$ cat src/brl_pkg.sv
// Shared constants and types for the line rasterizer.
package brl_pkg;

	localparam int DIM_W     = 12;
	localparam int ADDR_W    = 24;
	localparam int AREA_W    = 24;
	localparam int CFG_IDX_W = 1;

	localparam logic [DIM_W-1:0] WIDTH_RESET  = 12'd750;
	localparam logic [DIM_W-1:0] HEIGHT_RESET = 12'd400;

	typedef enum logic [CFG_IDX_W-1:0] {
		REG_FB_WIDTH  = 1'b0,
		REG_FB_HEIGHT = 1'b1
	} cfg_reg_t;

	typedef enum logic {
		MODE_START = 1'b0,
		MODE_STEP  = 1'b1
	} mode_t;

	typedef struct packed {
		logic last;
		logic active;
	} pix_flags_t;

endpackage

$ cat src/brl_step.sv
// Line walker: holds the Bresenham state and produces one pixel per item.
module brl_step #(
	parameter int COORD_BITS = 16
) (
	input  logic                         clk,
	input  logic                         arst_n,
	input  logic                         fire,
	input  logic                         load,
	input  brl_pkg::mode_t               mode,
	input  logic signed [COORD_BITS-1:0] x_start,
	input  logic signed [COORD_BITS-1:0] y_start,
	input  logic signed [COORD_BITS-1:0] x_end,
	input  logic signed [COORD_BITS-1:0] y_end,
	output logic signed [COORD_BITS-1:0] x_s2,
	output logic signed [COORD_BITS-1:0] y_s2,
	output brl_pkg::pix_flags_t          flags_s2
);
	import brl_pkg::*;

	localparam int CW  = COORD_BITS;
	localparam int D_W = CW + 1;
	localparam int E_W = CW + 3;

	logic signed [CW-1:0]  x_q, y_q, x_d, y_d;
	logic signed [E_W-1:0] err_q, err_d;
	logic [D_W-1:0]        adx_q, ady_q, adx_d, ady_d;
	logic                  xneg_q, yneg_q, xmaj_q, xneg_d, yneg_d, xmaj_d;
	logic [D_W-1:0]        rem_q, rem_d;
	logic                  busy_q, busy_d;

	logic signed [D_W-1:0] dx, dy;
	logic [D_W-1:0]        st_adx, st_ady, st_major, st_minor;
	logic [D_W-1:0]        run_major, run_minor;
	logic signed [E_W-1:0] two_min, two_maj;
	logic                  diag;
	logic signed [CW-1:0]  x_inc, y_inc;

	logic signed [CW-1:0]  px, py;
	pix_flags_t            pflags;

	// Setup of a new line.
	assign dx       = D_W'(x_end) - D_W'(x_start);
	assign dy       = D_W'(y_end) - D_W'(y_start);
	assign st_adx   = dx[D_W-1] ? D_W'(-dx) : D_W'(dx);
	assign st_ady   = dy[D_W-1] ? D_W'(-dy) : D_W'(dy);
	assign st_major = (st_adx > st_ady) ? st_adx : st_ady;
	assign st_minor = (st_adx > st_ady) ? st_ady : st_adx;

	// One step of a running line.
	assign run_major = xmaj_q ? adx_q : ady_q;
	assign run_minor = xmaj_q ? ady_q : adx_q;
	assign two_min   = $signed({1'b0, run_minor, 1'b0});
	assign two_maj   = $signed({1'b0, run_major, 1'b0});
	assign diag      = !err_q[E_W-1];
	assign x_inc     = xneg_q ? -CW'(1) : CW'(1);
	assign y_inc     = yneg_q ? -CW'(1) : CW'(1);

	always_comb begin
		x_d    = x_q;
		y_d    = y_q;
		err_d  = err_q;
		adx_d  = adx_q;
		ady_d  = ady_q;
		xneg_d = xneg_q;
		yneg_d = yneg_q;
		xmaj_d = xmaj_q;
		rem_d  = rem_q;
		busy_d = busy_q;
		px     = '0;
		py     = '0;
		pflags = '0;
		case (mode)
			MODE_START: begin
				adx_d  = st_adx;
				ady_d  = st_ady;
				xneg_d = dx[D_W-1];
				yneg_d = dy[D_W-1];
				xmaj_d = st_adx > st_ady;
				err_d  = $signed({1'b0, st_minor, 1'b0}) - $signed({2'b00, st_major});
				rem_d  = st_major;
				x_d    = x_start;
				y_d    = y_start;
				busy_d = st_major != '0;
				px     = x_start;
				py     = y_start;
				pflags = '{last: st_major == '0, active: 1'b1};
			end
			MODE_STEP: begin
				if (busy_q) begin
					err_d  = diag ? (err_q + two_min - two_maj) : (err_q + two_min);
					x_d    = (xmaj_q || diag) ? (x_q + x_inc) : x_q;
					y_d    = (!xmaj_q || diag) ? (y_q + y_inc) : y_q;
					rem_d  = (rem_q > D_W'(1)) ? (rem_q - D_W'(1)) : '0;
					busy_d = rem_q > D_W'(1);
					px     = x_d;
					py     = y_d;
					pflags = '{last: !(rem_q > D_W'(1)), active: 1'b1};
				end
			end
			default: begin
			end
		endcase
	end

	always_ff @(posedge clk or negedge arst_n) begin
		if (!arst_n) begin
			x_q    <= '0;
			y_q    <= '0;
			err_q  <= '0;
			adx_q  <= '0;
			ady_q  <= '0;
			xneg_q <= 1'b0;
			yneg_q <= 1'b0;
			xmaj_q <= 1'b0;
			rem_q  <= '0;
			busy_q <= 1'b0;
		end else if (fire) begin
			x_q    <= x_d;
			y_q    <= y_d;
			err_q  <= err_d;
			adx_q  <= adx_d;
			ady_q  <= ady_d;
			xneg_q <= xneg_d;
			yneg_q <= yneg_d;
			xmaj_q <= xmaj_d;
			rem_q  <= rem_d;
			busy_q <= busy_d;
		end
	end

	always_ff @(posedge clk) begin
		if (load) begin
			x_s2     <= px;
			y_s2     <= py;
			flags_s2 <= pflags;
		end
	end

	// A running line always has steps left.
	a_busy_rem: assert property (@(posedge clk) disable iff (!arst_n)
		busy_q |-> rem_q != '0)
		else $error("line in progress with no steps left");

	// A step with no line in progress leaves the walker untouched.
	a_idle_step: assert property (@(posedge clk) disable iff (!arst_n)
		fire && mode == MODE_STEP && !busy_q |=> $stable(x_q) && $stable(y_q) && !busy_q)
		else $error("idle step changed walker state");

	// The final step ends the line and marks its pixel as last.
	a_final_step: assert property (@(posedge clk) disable iff (!arst_n)
		fire && mode == MODE_STEP && busy_q && rem_q == D_W'(1)
		|=> !busy_q && flags_s2.last && flags_s2.active)
		else $error("final step did not end the line");

endmodule

$ cat src/brl_addr.sv
// Address stages: row offset product, then linear address and bounds check.
module brl_addr #(
	parameter int COORD_BITS = 16
) (
	input  logic                          clk,
	input  logic                          ld_s3,
	input  logic                          ld_out,
	input  logic signed [COORD_BITS-1:0]  x_s2,
	input  logic signed [COORD_BITS-1:0]  y_s2,
	input  brl_pkg::pix_flags_t           flags_s2,
	input  logic [brl_pkg::DIM_W-1:0]     width,
	input  logic [brl_pkg::DIM_W-1:0]     height,
	output logic signed [COORD_BITS-1:0]  x_out_q,
	output logic signed [COORD_BITS-1:0]  y_out_q,
	output logic [brl_pkg::ADDR_W-1:0]    addr_out_q,
	output logic                          we_out_q,
	output brl_pkg::pix_flags_t           flags_out_q
);
	import brl_pkg::*;

	localparam int CW     = COORD_BITS;
	localparam int PROD_W = CW + DIM_W + 1;
	localparam int SUM_W  = (PROD_W + 1 > AREA_W + 2) ? PROD_W + 1 : AREA_W + 2;

	logic signed [CW-1:0]     x_s3, y_s3;
	logic signed [PROD_W-1:0] prod_s3;
	pix_flags_t               flags_s3;
	logic [AREA_W-1:0]        area_q;
	logic signed [SUM_W-1:0]  sum;
	logic                     in_fb;

	// Framebuffer size follows the registers; the user must change them only while idle, as the block does not check.
	always_ff @(posedge clk) begin
		area_q <= AREA_W'(width) * AREA_W'(height);
	end

	always_ff @(posedge clk) begin
		if (ld_s3) begin
			x_s3     <= x_s2;
			y_s3     <= y_s2;
			prod_s3  <= PROD_W'(y_s2) * $signed({1'b0, width});
			flags_s3 <= flags_s2;
		end
	end

	assign sum   = SUM_W'(x_s3) + SUM_W'(prod_s3);
	assign in_fb = !sum[SUM_W-1]
		&& (sum[SUM_W-2:0] < {{(SUM_W-1-AREA_W){1'b0}}, area_q});

	always_ff @(posedge clk) begin
		if (ld_out) begin
			x_out_q     <= x_s3;
			y_out_q     <= y_s3;
			we_out_q    <= flags_s3.active && in_fb;
			addr_out_q  <= (flags_s3.active && in_fb) ? sum[ADDR_W-1:0] : '0;
			flags_out_q <= flags_s3;
		end
	end

endmodule

$ cat src/bresenham_line_rasterizer.sv
// Top level of the Bresenham line rasterizer: stream ports, config registers, stages.
//
// The block walks integer Bresenham lines in all octants and delivers one pixel per item.
// A start item (s_tuser = 0) loads two endpoints and returns the first endpoint; each step
// item (s_tuser = 1) moves one pixel along the major axis and returns it, with m_tlast set
// on the end point. Steps after the end return an all-zero item with line_active low.
// Every pixel has the linear address x + y*width, with width the frame width register;
// write_enable is set only when that address lies in 0 .. width*height-1, so an x
// outside a row wraps into a neighboring row; pixel_address carries it only then, else zero.
// One item is taken every clock cycle unless every stage is full and m_tready is low. Each
// result passes through four registers: an input register, the walker step (the whole
// error-term update of one pixel is settled within that stage, which is what lets
// consecutive steps follow each other without gaps), the row-offset multiply and the
// address add with its bounds compare. The stages hold independently, so bubbles close
// up and input is still taken while a finished pixel waits on m_tready and a stage is free.
// Configuration writes are taken at any time but must only be issued with no item
// in flight; register 0 is the frame width, register 1 the frame height (12 bits each).
module bresenham_line_rasterizer #(
	parameter int COORD_BITS = 16
) (
	input  logic                                  clk,
	input  logic                                  arst_n,
	// Input item stream.
	input  logic                                  s_tvalid,
	output logic                                  s_tready,
	// From bit 0: x_start, y_start, x_end, y_end; zero padded to whole bytes.
	input  logic [((4*COORD_BITS+7)/8)*8-1:0]     s_tdata,
	// Bit 0: mode (0 start a line, 1 step one pixel).
	input  logic                                  s_tuser,
	// Result item stream.
	output logic                                  m_tvalid,
	input  logic                                  m_tready,
	// From bit 0: pixel_x, pixel_y, pixel_address; zero padded to whole bytes.
	output logic [((2*COORD_BITS+24+7)/8)*8-1:0]  m_tdata,
	// last_pixel.
	output logic                                  m_tlast,
	// From bit 0: write_enable, line_active.
	output logic [1:0]                            m_tuser,
	// Configuration write channel.
	input  logic                                  cfg_valid,
	output logic                                  cfg_ready,
	input  logic [brl_pkg::CFG_IDX_W-1:0]         cfg_index,
	input  logic [brl_pkg::DIM_W-1:0]             cfg_data
);
	import brl_pkg::*;

	localparam int CW    = COORD_BITS;
	localparam int OUT_W = ((2*CW+ADDR_W+7)/8)*8;

	logic [DIM_W-1:0] width_q, height_q;

	logic             v1_q, v2_q, v3_q, vo_q;
	logic             acc1, acc2, acc3, acco;

	mode_t                mode_s1;
	logic signed [CW-1:0] xs_s1, ys_s1, xe_s1, ye_s1;

	logic signed [CW-1:0] x_s2, y_s2;
	pix_flags_t           flags_s2;

	logic signed [CW-1:0] x_o, y_o;
	logic [ADDR_W-1:0]    addr_o;
	logic                 we_o;
	pix_flags_t           flags_o;

	// Configuration registers.
	assign cfg_ready = 1'b1;

	always_ff @(posedge clk or negedge arst_n) begin
		if (!arst_n) begin
			width_q  <= WIDTH_RESET;
			height_q <= HEIGHT_RESET;
		end else if (cfg_valid && cfg_ready) begin
			case (cfg_reg_t'(cfg_index))
				REG_FB_WIDTH:  width_q  <= cfg_data;
				REG_FB_HEIGHT: height_q <= cfg_data;
				default: begin
				end
			endcase
		end
	end

	// Each stage loads when it is empty or its content moves on.
	assign acco     = !vo_q || m_tready;
	assign acc3     = !v3_q || acco;
	assign acc2     = !v2_q || acc3;
	assign acc1     = !v1_q || acc2;
	assign s_tready = acc1;

	always_ff @(posedge clk or negedge arst_n) begin
		if (!arst_n) begin
			v1_q <= 1'b0;
			v2_q <= 1'b0;
			v3_q <= 1'b0;
			vo_q <= 1'b0;
		end else begin
			if (acc1) v1_q <= s_tvalid;
			if (acc2) v2_q <= v1_q;
			if (acc3) v3_q <= v2_q;
			if (acco) vo_q <= v3_q;
		end
	end

	// Input register.
	always_ff @(posedge clk) begin
		if (acc1) begin
			mode_s1 <= mode_t'(s_tuser);
			xs_s1   <= s_tdata[CW-1:0];
			ys_s1   <= s_tdata[2*CW-1:CW];
			xe_s1   <= s_tdata[3*CW-1:2*CW];
			ye_s1   <= s_tdata[4*CW-1:3*CW];
		end
	end

	brl_step #(
		.COORD_BITS (COORD_BITS)
	) u_step (
		.clk      (clk),
		.arst_n   (arst_n),
		.fire     (acc2 && v1_q),
		.load     (acc2),
		.mode     (mode_s1),
		.x_start  (xs_s1),
		.y_start  (ys_s1),
		.x_end    (xe_s1),
		.y_end    (ye_s1),
		.x_s2     (x_s2),
		.y_s2     (y_s2),
		.flags_s2 (flags_s2)
	);

	brl_addr #(
		.COORD_BITS (COORD_BITS)
	) u_addr (
		.clk         (clk),
		.ld_s3       (acc3),
		.ld_out      (acco),
		.x_s2        (x_s2),
		.y_s2        (y_s2),
		.flags_s2    (flags_s2),
		.width       (width_q),
		.height      (height_q),
		.x_out_q     (x_o),
		.y_out_q     (y_o),
		.addr_out_q  (addr_o),
		.we_out_q    (we_o),
		.flags_out_q (flags_o)
	);

	assign m_tvalid = vo_q;
	assign m_tdata  = OUT_W'({addr_o, y_o, x_o});
	assign m_tlast  = flags_o.last;
	assign m_tuser  = {flags_o.active, we_o};

	// Only a produced pixel may be written.
	a_we_active: assert property (@(posedge clk) disable iff (!arst_n)
		m_tvalid && m_tuser[0] |-> m_tuser[1])
		else $error("write enable on an inactive item");

	// An inactive item carries nothing.
	a_inactive_zero: assert property (@(posedge clk) disable iff (!arst_n)
		m_tvalid && !m_tuser[1] |-> m_tdata == '0 && !m_tlast && !m_tuser[0])
		else $error("inactive item carries data");

	// A stage only fills from a valid predecessor.
	a_fill_order: assert property (@(posedge clk) disable iff (!arst_n)
		!v1_q && !v2_q && !v3_q && acco |=> !vo_q)
		else $error("result appeared from an empty pipeline");

endmodule

$ cat config.mk
export PLATFORM = sky130hd
export DESIGN_NAME = bresenham_line_rasterizer
export DESIGN_NICKNAME = d
export VERILOG_FILES = /design/src/brl_pkg.sv /design/src/brl_step.sv /design/src/brl_addr.sv /design/src/bresenham_line_rasterizer.sv
export SDC_FILE = /design/constraint.sdc
export NUM_CORES = 2
export LEC_CHECK = 0
export ABC_AREA = 1
export BUFFER_PORTS_ARGS = -buffer_cell sky130_fd_sc_hd__buf_4
export CAP_MARGIN = 20
export CORE_ASPECT_RATIO = 0.9
export CORE_MARGIN = 1.5
export CORE_UTILIZATION = 28
export DETAILED_ROUTE_END_ITERATION = 8
export GPL_TIMING_DRIVEN = 0
export PLACE_DENSITY = 0.51
export SETUP_SLACK_MARGIN = 0.5
export SLEW_MARGIN = 20
export SYNTH_ARGS = -nofsm -noshare
export SYNTH_HDL_FRONTEND = slang
export SYNTH_SLANG_ARGS = --single-unit
export TNS_END_PERCENT = 10
$ cat constraint.sdc
create_clock -name clk -period 8.6 [get_ports clk]
set_clock_uncertainty 0.05 [all_clocks]
set_input_delay 0.43 -clock clk [delete_from_list [all_inputs] [get_ports clk]]
set_output_delay 0.43 -clock clk [all_outputs]
set_load 0.01 [all_outputs]
# Word level (Yosys, flattened, before mapping)
# Index checks and enable logic that the tools add are counted.
# op_classes
n_addsub	11
n_mul	2
order_cmp	3
n_eq_ne	1
mux	28
n_bitwise	2
reduce_logical	23
# op_table
cell	n
$mux 17	8
$mux 16	8
$pmux 16 s2	4
$mux 19	2
$pmux 19 s2	1
$neg 17->17	2
$pmux 17 s2	1
$sub 16x16->17	2
$add 16x16->16	2
$add 16x29->30	1
$lt 29x24->1	1
$mul 16x13->29	1
$mul 12x12->24	1
$add 19x19->19	1
$sub 18x17->19	1
$sub 19x19->19	1
$gt 17x1->1 const B	1
$gt 17x17->1	1
$logic_not 17->1	1
$reduce_bool 17->1	1
$sub 17x1->17 const B	1
$logic_not 1->1	8
$reduce_and 2->1	4
$logic_or 1x1->1	6
7 further kinds	10
# totals
ff_bits	379
output_inout_bits	62

# Longest topological paths before layout
# logic_depth
ltp_word	7
ltp_mapped	51

# Cells and area by module
# Synthesis repeated with hierarchy kept, for this count alone.
# hier_totals
cells_unflattened	4459
hier_area_um2	35945.7
# by_module_without_submodules
module	instances	cells_each	area_per_inst_um2	seq_area_each_um2
brl_addr	1	2299	19204.7	4144.0
brl_step	1	1982	13580.5	3648.5
bresenham_line_rasterizer	1	178	3160.5	2665.1

# Least setup slack after synthesis
# No wires, ideal clock.
# synth_timing
path_type	register -> register
from	register width_q[1]
to	register u_addr.prod_s3[28], data pin
arrival_time_ps	5969
t_required_ps	8298
slack_ps	2329
path_stages_with_launch	27
n_path_buf	2
cell_sequence	dfstp_2 > clkbuf_1 > clkbuf_1 > nand2_1 > fa_1 > inv_1 > fa_1 > fa_1 > inv_1 > fa_1 > fa_1 > inv_1 > ha_1 > a21oi_1 > o21bai_1 > a21oi_1 > o21ai_1 > a21oi_1 > o21ai_1 > a21boi_0 > o21ai_0 > a21boi_1 > o21ai_0 > a21o_1 > nand2_1 > nand3b_1 > nand2_1
# synth_via
elab_chain_len	1
# synth_rtl
element	line_no	source
from (decl)	bresenham_line_rasterizer.sv:50	logic [DIM_W-1:0] width_q, height_q;
from (signal assigned)	bresenham_line_rasterizer.sv:75	REG_FB_WIDTH: width_q <= cfg_data;
$mul 16x13->29	brl_addr.sv:41	prod_s3 <= PROD_W'(y_s2) * $signed({1'b0, width});
to (signal assigned)	brl_addr.sv:41	
to (decl)	brl_addr.sv:26	logic signed [PROD_W-1:0] prod_s3;
# Every way passes these cells.
# A chain may end at the register's enable or synchronous reset.

# Worst setup path in the final report
# layout_timing
from	register width_q[2]
to	register u_addr.prod_s3[28], data pin
# Same word-level chain as after synthesis.

==> flow_summary.json <==
{
  "status": "finished clean",
  "synth_largest_area_cell": "edfxtp_1",
  "synth_edf_count": 221,
  "synthFlopType": "edfxtp_1",
  "cts_buffers": 47,
  "hold_viol": 0,
  "critPathMaxFanout": 10,
  "syn_avg_cell_area_um2": 8.39,
  "start_kind": "flop",
  "worstSetupEndpoint": "u_addr.prod_s3[28]",
  "worst_pin_slew_ps": 1040,
  "worst-r2r-cell-count": 27,
  "avgViaCountPerCell": 4.61,
  "firstDrtPassIters": 5,
  "synthCells": 4123,
  "reg2reg_slack_ps": 800,
  "wl_um": 105000,
  "final.period_utilization_pct": 90.7,
  "hpwlAfterDp_um": 83900,
  "synthDistinctLibCells": 68,
  "initial_utilization_pct": 28.2,
  "die_h_um": 336,
  "synth.area.top_cells": "edfxtp_1 19%, fa_1 17%, ha_1 11%",
  "ant_nets": 0,
  "drv_slew": 0,
  "syn_area_um2": 34600,
  "diodes": 0,
  "clock_sinks": 378,
  "dieArea_um2": 126000,
  "grt_pass1_vias": 28069,
  "hp-class": "input port to flop",
  "cap_violations": 0,
  "route.detailed.drc": 0,
  "rsz0062_at_grt": "true",
  "drive_gt1_share_pct": 8.39,
  "pin_count": 145,
  "finalNetCount": 5073,
  "globalRoute.totalOverflow": 0,
  "cts.htree.levels": 2,
  "utilization_pct": 32.8,
  "synth_sequential_area_ratio_pct": 30.2,
  "syn_to_final_growth_pct": 16.3,
  "dr_total_vias": 27836,
  "relSlewSlack_pct": 30.8,
  "grt_pass1_wl_um": 163000,
  "grtUsageTotal_pct": 16.8,
  "drt-initial-drc-count": 1966,
  "clockBufferDepth": 3,
  "port_buffers": 143,
  "synth_top_area_share_pct": 19.2,
  "row_count": 122,
  "cp.required_ps": 8930,
  "fin_cells": 6044,
  "regToRegStartpoint": "width_q[2]",
  "place.gp.congestion": 0.902,
  "placedCellCount": 5883,
  "worstReg2RegEnd": "u_addr.prod_s3[28]",
  "startpoint": "width_q[2]",
  "final_cell_mix": "903 x nand2_1, 836 x inv_1, 310 x ha_1",
  "fin_crit_ps": 7800,
  "ys_warn_count": 0,
  "core_um2": 123000,
  "path_class": "flop to flop",
  "synth_seq_cells": 378,
  "clock.fmax_mhz": 128,
  "root_buffer": "clkbuf_16",
  "syn_nets": 4802,
  "die_x_um": 374,
  "cp-end-kind": "flop",
  "antenna_found_initial": 0,
  "final_common_cell": "nand2_1",
  "grt_max_degree": 74,
  "tritoncts": "done",
  "clk_latency_ps": 640,
  "setup_violations": 0,
  "arrival_ps": 8130,
  "synthArstFlopShare_pct": 35.2,
  "min_from": "cfg_data[4]",
  "wl_per_cell_um": 17.4,
  "path_clk_slew_ps": 70
}
[synthesized netlist by cell type, drive strengths merged (20+ instances only)]
cell    number
nand2      928
nor2       225
dfrtp      123
inv        853
xnor2       43
nand4       31
fa         286
edfxtp     221
o21bai      20
nand3      104
nor3        20
a21oi      245
clkbuf     116
o21ai      271
ha         310
dfxtp       24
xor2       124
[metal layers]
| metal | GRT usage [%] | up-vias | share of wire [%] |
|---|---|---|---|
| met3 | 1.95 | 141 | 5.4 |
| met5 | 0 | - | 0 |
| met2 | 27.6 | 704 | 45 |
| li1 | - | 13566 | - |
| met4 | 4.98 | 0 | 2.9 |
| met1 | 23.2 | 13425 | 47 |
[area by class of cell]
cell class,instances,area [µm²]
plain buffers,133,569
clock buffers,57,1280
clock inverters,30,403
fillers,12944,82500
inverters,856,3220
multi-input cells,2756,20400
flip-flops and latches,378,10500
well taps,1612,2020
repair buffers,222,1930
[logic make-up after synthesis]
| logic type | count (synthesis) | share of synthesized area [%] |
|---|---|---|
| flops | 378 | 30.2 |
| xor+xnor | 167 | 4.25 |
| other cells | 1 | 0.0108 |
| compound gates | 651 | 10.6 |
| fa+ha+maj | 596 | 27.8 |
| buf+inv | 989 | 10.9 |
| simple gates | 1335 | 16.0 |
| mux | 6 | 0.195 |
[flip-flops by register name, indices dropped and copies added, names as in the netlist, 12 cells and up]
name,cells
u_addr.area_q,24
u_addr.y_out_q,16
xe_s1,16
ys_s1,16
width_q,12
u_addr.prod_s3,29
u_step.rem_q,17
u_step.y_q,16
u_step.err_q,18
u_step.y_s2,16
u_step.x_q,16
u_addr.x_out_q,16
u_step.ady_q,17
ye_s1,16
u_step.adx_q,17
u_addr.x_s3,16
u_step.x_s2,16
u_addr.addr_out_q,24
height_q,12
u_addr.y_s3,16
xs_s1,16
[through the flow]
step / cell area, µm² / hold WS, ps / worst slack, ps / setup TNS [ps]
after global routing: 40200 / 83.2 / 285 / 0
after detailed placement: 37800 / 355 / 547 / 0
after global placement: 37700 / 350 / -317 / -8860
after CTS: 40200 / 35.1 / 502 / 0
final: 40200 / 81.5 / 802 / 0
after floorplan: 34600 / 84.4 / 2330 / 0
[critical path, stage by stage (launching register included)]
cell      delay, ps
dfstp_2         530
clkbuf_1        630
buf_1           570
nand2_1         180
fa_1            550
inv_1            50
fa_1            470
fa_1            520
inv_1            50
fa_1            480
fa_1            490
inv_1            40
ha_1            320
a21oi_1         170
o21bai_1        100
a21oi_1         220
o21ai_1         150
a21oi_1         400
o21ai_1         170
a21boi_0        340
o21ai_0         210
a21boi_1        250
o21ai_0         190
a21o_1          200
nand2_1          70
nand2_1          50
nand2_1          50
nand2_1          40
[timing repair]
action	4_1_cts	5_1_grt
hold buffers	72	0
endpoints found under the hold margin	132	0
setup buffers	0	2
setup endpoints to repair	0	7
resized for setup	0	12
[worst min path at each step]
stage,endpoint,slack (ps),cells past startpoint
2_1_floorplan,height_q[0],80,0
6_report,width_q[4],80,3
4_1_cts,height_q[4],40,3
5_1_grt,height_q[4],80,3
3_5_place_dp,u_addr.x_s3[11],350,0
3_3_place_gp,u_addr.x_s3[8],350,0
Power is not shown: default switching activity piles up to over one toggle a cycle in this logic, so the estimate is an artifact.
